File: src/design/pl0_div.sv
// serial signed divider, one quotient bit a cycle, truncating toward zero
// depends on nothing
`default_nettype none
module pl0_div #(
	parameter int WORD_WIDTH = 32
) (
	input  wire logic                  clk,
	input  wire logic                  arst_n,
	input  wire logic                  start,
	input  wire logic [WORD_WIDTH-1:0] dividend,
	input  wire logic [WORD_WIDTH-1:0] divisor,
	output logic                       done,
	output logic      [WORD_WIDTH-1:0] quotient
);
	localparam int CW = $clog2(WORD_WIDTH + 1);
	logic [WORD_WIDTH-1:0] rem_q, quo_q, dsr_q;
	logic [CW-1:0]         cnt_q;
	logic                  busy_q, neg_q;
	logic [WORD_WIDTH:0]   trial;

	assign trial = {rem_q, quo_q[WORD_WIDTH-1]} - {1'b0, dsr_q};

	always_ff @(posedge clk or negedge arst_n) begin
		if (!arst_n) begin
			busy_q <= 1'b0;
			cnt_q  <= '0;
			done   <= 1'b0;
		end else begin
			done <= 1'b0;
			if (start) begin
				busy_q <= 1'b1;
				cnt_q  <= CW'(WORD_WIDTH);
			end else if (busy_q) begin
				cnt_q <= cnt_q - 1'b1;
				if (cnt_q == CW'(1)) begin
					busy_q <= 1'b0;
					done   <= 1'b1;
				end
			end
		end
	end

	always_ff @(posedge clk) begin
		if (start) begin
			rem_q <= '0;
			quo_q <= dividend[WORD_WIDTH-1] ? -dividend : dividend;
			dsr_q <= divisor[WORD_WIDTH-1] ? -divisor : divisor;
			neg_q <= dividend[WORD_WIDTH-1] ^ divisor[WORD_WIDTH-1];
		end else if (busy_q) begin
			if (!trial[WORD_WIDTH]) begin
				rem_q <= trial[WORD_WIDTH-1:0];
				quo_q <= {quo_q[WORD_WIDTH-2:0], 1'b1};
			end else begin
				rem_q <= {rem_q[WORD_WIDTH-2:0], quo_q[WORD_WIDTH-1]};
				quo_q <= {quo_q[WORD_WIDTH-2:0], 1'b0};
			end
		end
	end

	assign quotient = neg_q ? -quo_q : quo_q;
endmodule
`default_nettype wire

File: config.mk
export PLATFORM = sky130hd
export DESIGN_NAME = pl0_div
export DESIGN_NICKNAME = d
export VERILOG_FILES = /design/src/design/pl0_div.sv
export SDC_FILE = /design/constraint.sdc
export NUM_CORES = 1
export LEC_CHECK = 0
export BUFFER_PORTS_ARGS = -buffer_cell sky130_fd_sc_hd__buf_2
export CORE_MARGIN = 2
export CORE_UTILIZATION = 58
export CTS_CLUSTER_SIZE = 14
export DETAILED_ROUTE_END_ITERATION = 8
export PLACE_DENSITY = 0.8
export SLEW_MARGIN = 20
export SYNTH_ARGS = -nofsm -noshare
export SYNTH_HDL_FRONTEND = slang
export SYNTH_SLANG_ARGS = --single-unit
File: constraint.sdc
create_clock -name clk -period 3.85 [get_ports clk]
set_clock_uncertainty 0.05 [all_clocks]
set_input_delay 0.5775 -clock clk [delete_from_list [all_inputs] [get_ports clk]]
set_output_delay 0.5775 -clock clk [all_outputs]
set_load 0.005 [all_outputs]
After elaboration in Yosys (flattened, before gate mapping)
Index checks and enable logic that the tools add are counted.
{ "word_totals": {"reg_bits": 105, "inputBits": 67, "elab_cells": 31} }
{ "op_classes": {"n_addsub": 5, "eq_ne": 1, "n_mux": 15, "n_bitwise": 1, "reduce_logical": 1} }
{ "op_table": {"columns": ["op", "count"], "rows": [
  ["32-bit 2-to-1 mux", 5],
  ["32-bit negator", 3],
  ["33-bit by 32-bit subtractor with 33-bit output", 1],
  ["31-bit 2-to-1 mux", 1],
  ["6-bit 2-to-1 mux", 2],
  ["1-bit 2-to-1 mux", 7],
  ["6-bit by 1-bit equality test with 1-bit output, second input constant", 1],
  ["6-bit by 1-bit subtractor with 6-bit output, second input constant", 1],
  ["2-bit nonzero test", 1],
  ["1-bit bitwise XOR", 1]
]} }

Logic depth before layout (Yosys ltp)
{ "depth": {"ltp_word": 4, "ltp_mapped": 14} }

Worst setup path after synthesis
Ideal clock, no wire load.
{ "synth_path": {"kind": "input port to flip-flop", "startpoint": "input port divisor[5]", "endpoint": "register dsr_q[29], data pin", "setup_ps": 263, "arrival_time_ps": 3265, "required_time_ps": 3537, "setup_slack_ps": 272, "stages": 7, "n_path_buf": 0, "path_cell_list": "or4_4 > or3_4 > or4_4 > or4_4 > or4_4 > o41ai_2 > xnor2_1"} }
{ "synth_between": {"elab_chain_cells": 2} }
{ "synth_rtl": {"columns": ["item", "line_no", "text"], "rows": [
  ["from (decl)", "11", "input wire logic [WORD_WIDTH-1:0] divisor,"],
  ["32-bit negator", "47", "dsr_q <= divisor[WORD_WIDTH-1] ? -divisor : divisor;"],
  ["31-bit 2-to-1 mux", "47", null],
  ["to (signal assigned)", "47", null],
  ["to (decl)", "16", "logic [WORD_WIDTH-1:0] rem_q, quo_q, dsr_q;"]
]} }
No other way between the ends.
A chain may end at the register's enable or synchronous reset.

Worst setup path in the final report
{ "layout_path": {"startpoint": "register quo_q[11]", "endpoint": "output port quotient[29]"} }
{ "layout_between": {"elab_chain_cells": 2} }
{ "layout_rtl": {"columns": ["item", "line_no", "text"], "rows": [
  ["from (decl)", "16", null],
  ["from (signal assigned)", "46", "quo_q <= dividend[WORD_WIDTH-1] ? -dividend : dividend;"],
  ["from (signal assigned)", "52", "quo_q <= {quo_q[WORD_WIDTH-2:0], 1'b1};"],
  ["from (signal assigned)", "55", "quo_q <= {quo_q[WORD_WIDTH-2:0], 1'b0};"],
  ["32-bit negator", "60", "assign quotient = neg_q ? -quo_q : quo_q;"],
  ["32-bit 2-to-1 mux", "60", null],
  ["to (decl)", "13", "output logic [WORD_WIDTH-1:0] quotient"]
]} }
No other way between the ends.

==> results by group <==
Status
  • Status: complete, but fails checks
  • Failing checks: negative setup slack

Power and ir drop
  • Pleak: 3.83 nW
  • Clock Power Share: 25.2%
  • Internal cell power: 2.26 mW
  • Logic gate share of total power: 30.2%
  • Sw frac: 32.8%
  • Power Dens Cells: 374 nW/um2
  • Net Sw Power: 1.10 mW
  • Maximum VDD drop: 0.000262 V
  • Sequential share of power: 44.6%

Logic synthesis
  • Yosys warns: 0
  • Yosys reg bits: 105
  • Ys async rst share: 7.62%
  • Syn Inst Count: 905
  • Post-synth EDFFs: 65
  • Register area share after synthesis: 35.0%
  • Post-synthesis cell type count: 59
  • Mapped Area: 7970 um2
  • Mapped Nets: 1010
  • Mean Syn Cell Area: 8.81 um2
  • Synth Flop Type: edfxtp_1

Clocking
  • CTS tree: built
  • CTS max path bufs: 2
  • H-tree levels: 3
  • CTS Root Buffer Type: clkbuf_16
  • Number of clock sinks: 105
  • Worst-path clk slew: 70 ps
  • Num CTS Buffers: 9
  • Clock Latency Late Sink: 360 ps

Setup path
  • Worst reg2reg path depth: 11
  • Worst-path fanout max: 5
  • Critical-path top delay cell: or4_4
  • Reg2reg setup slack: 440 ps
  • R2r startpoint: quo_q[31]$_DFFE_PP_
  • Crit path kind: flop to primary output
  • Critical Path RT: 3220 ps
  • Most used cell, CP: or4_4
  • Setup crit end kind: primary output
  • Crit-path cells: or4_4, or4_4, or2_4, or3_4, inv_2, nand2_4, o41ai_4, xnor2_1, buf_2
  • CP delay by family, top: simple AND/OR/NAND/NOR gates
  • CP peak stage delay: 530 ps
  • RR Endpoint: rem_q[19]$_SDFFE_PP0P_
  • Worst Path Arrival: 3250 ps
  • Worst Setup Start Kind: flop
  • Critical path buffers and inverters: 2

Floorplan
  • Die Y: 121 um
  • FP Rows: 42
  • Die area: 14700 um2
  • Initial Util: 59.7%
  • Core area: 13300 um2
  • DIE WIDTH: 121 um
  • I/O Pins: 100

Detailed routing
  • Post-route DRC: 0
  • Met2 wire len: 7660 um
  • Vias/cell: 5.88
  • Number of iterations in the first detailed-routing pass: 5
  • DR WL met3: 956 um
  • Wl on met1: 8390 um
  • Routed len/inst: 14.8 um
  • Routed Antenna Nets: 0
  • Max Used Layer: met4
  • Starting DRT DRC Count: 512
  • Via Count: 6870
  • Total Wirelength: 17400 um

Final layout
  • Reg area: 2790 um2
  • Synthesis-to-finish area growth: 13.0%
  • FILL cells: 1139
  • Post-route cell area: 9010 um2
  • Layout Nets: 1093
  • Diode count: 0
  • Share of cells above drive strength 1: 16.4%
  • Finished Core Util: 67.5%
  • Multi-input logic area: 4870 um2

Timing
  • Final slew viol count: 0
  • RSZ-0062 raised after global routing: true
  • Relative slew slack: 29.1%
  • Final worst slack: -31.5 ps
  • Min Tclk post-route: 3880 ps
  • Max Fclk: 258 MHz
  • Worst hold slack: 385 ps
  • Tcrit/Tclk final: 101%
  • Setup violators final: 1
  • Worst slew pin tran: 1060 ps
  • Final Hold Fails: 0

Place
  • Number of port buffers: 99
  • Detail Placement HPWL: 12700 um
  • GP Congestion: 0.893
  • Area of placed instances: 8630 um2
  • Dpl ws: 37.6 ps

Global routing
  • Initial antenna violation count: 0
  • GRT Total Usage: 24.1%
  • Largest net degree at the start of global routing: 62
  • Vias in the first global route: 6251
  • First-pass GRT wire length: 28700 um
  • Global route total overflow: 0

Min path
  • Hold Path Depth: 1
  • Hold Crit Class: input port to flop
  • Hold_sp: divisor[0]
  • Hold EP: dsr_q[0]$_DFFE_PP_

Job
  • Max-cap viol count: 0
## timing repair
item	CTS	global route
setup buffers	1	4
pin swaps	0	4
resized for setup	5	7
hold buffers	1	0
setup endpoints to repair	6	7
endpoints found under the hold margin	8	0
## how the worst max path moves through the flow
stage,start,end,slack (ps),cells after the start
after floorplan,divisor[5],dsr_q[29]$_DFFE_PP_,270,7
after global placement,divisor[5],dsr_q[29]$_DFFE_PP_,80,8
after detailed placement,divisor[5],dsr_q[29]$_DFFE_PP_,40,8
after CTS,quo_q[13]$_DFFE_PP_,quotient[30],2,8
after global routing,quo_q[13]$_DFFE_PP_,quotient[29],-120,9
final,quo_q[11]$_DFFE_PP_,quotient[29],-30,9
## layer usage
metal	global-route usage (%)	vias to the layer above
met5	0	-
met4	9.12	0
met3	2.73	24
met2	38.5	208
met1	33.7	3172
li1	-	3466
## power by group through the flow
stage / combinational, mW / sequential (mW) / clock [mW]
after CTS: 1.00 / 1.49 / 0.868
final: 1.02 / 1.50 / 0.847
after floorplan: 0.727 / 1.47 / 0
after detailed placement: 0.993 / 1.51 / 0
after global placement: 0.969 / 1.51 / 0
after global routing: 1.14 / 1.52 / 0.906
## sequential cells by signal, summed over array words and instances, names as in the netlist
signal / cells
cnt_q: 6
quo_q: 32
busy_q: 1
done: 1
dsr_q: 32
neg_q: 1
rem_q: 32
## Yosys cell counts (4+ instances only)
cell type / instances / share of area (%)
nand3b_1: 6 / 0.57
nor3_1: 10 / 0.63
or4_4: 4 / 0.57
nor2b_1: 7 / 0.55
or3_1: 14 / 1.1
dfxtp_1: 32 / 8.0
or2_2: 6 / 0.47
mux2i_1: 27 / 3.4
or4_1: 19 / 1.8
a311oi_1: 8 / 0.88
a21o_1: 11 / 1.0
nand2_1: 62 / 2.9
inv_1: 56 / 2.6
nand2b_1: 16 / 1.3
clkbuf_1: 40 / 1.9
nand4b_1: 4 / 0.44
edfxtp_1: 65 / 24
nor4_1: 8 / 0.63
a211oi_1: 21 / 2.0
o21ai_0: 50 / 3.1
nor3b_1: 4 / 0.38
o31ai_1: 27 / 2.5
ha_1: 37 / 5.8
nand3_1: 9 / 0.57
nor2_1: 83 / 3.9
dfrtp_1: 8 / 2.5
o211ai_1: 8 / 0.75
xor2_1: 37 / 4.1
and3_1: 8 / 0.63
xnor2_1: 79 / 8.7
o41ai_1: 14 / 1.5
o2111ai_1: 4 / 0.44
a21oi_1: 74 / 4.6
## cells by family (layout without fill, tap and decap cells)
| family | after synthesis | in the layout | share of synthesized area [%] |
|---|---|---|---|
| multiplexers | 30 | 30 | 3.82 |
| AND/OR/NAND/NOR | 273 | 273 | 17.7 |
| AO/OA/AOI/OAI | 243 | 243 | 19.9 |
| XOR/XNOR | 116 | 116 | 12.7 |
| adder cells (fa/ha/maj) | 38 | 38 | 6.06 |
| buffers and inverters | 100 | 188 | 4.77 |
| flip-flops | 105 | 105 | 35.0 |
## area by class of cell
type,instances,area share [%]
Multi-Input combinational cell,700,54.1
Sequential cell,105,31.0
Timing Repair Buffer,116,7.11
Clock buffer,9,2.50
Tap cell,176,2.44
Inverter,56,2.33
Clock inverter,7,0.514
## layout by cell type, fill, tap and decap left out, drive strengths merged, types with 37 or more instances in the layout
cell type  netlist  routed
xnor2           79      79
o21ai           50      50
buf              4     115
xor2            37      37
ha              37      37
edfxtp          65      65
nand2           62      62
nor2            83      83
a21oi           74      74
inv             56      57
## metrics by stage
stage               setup TNS (ps)  total power, mW  cells
CTS                              0             3.36   1165
global route                  -172             3.57   1169
global placement                 0             2.48   1147
finish                       -31.5             3.36   1169
floorplan                        0             2.20    905
detailed placement               0             2.51   1147
(Power assumes the default switching activity.)
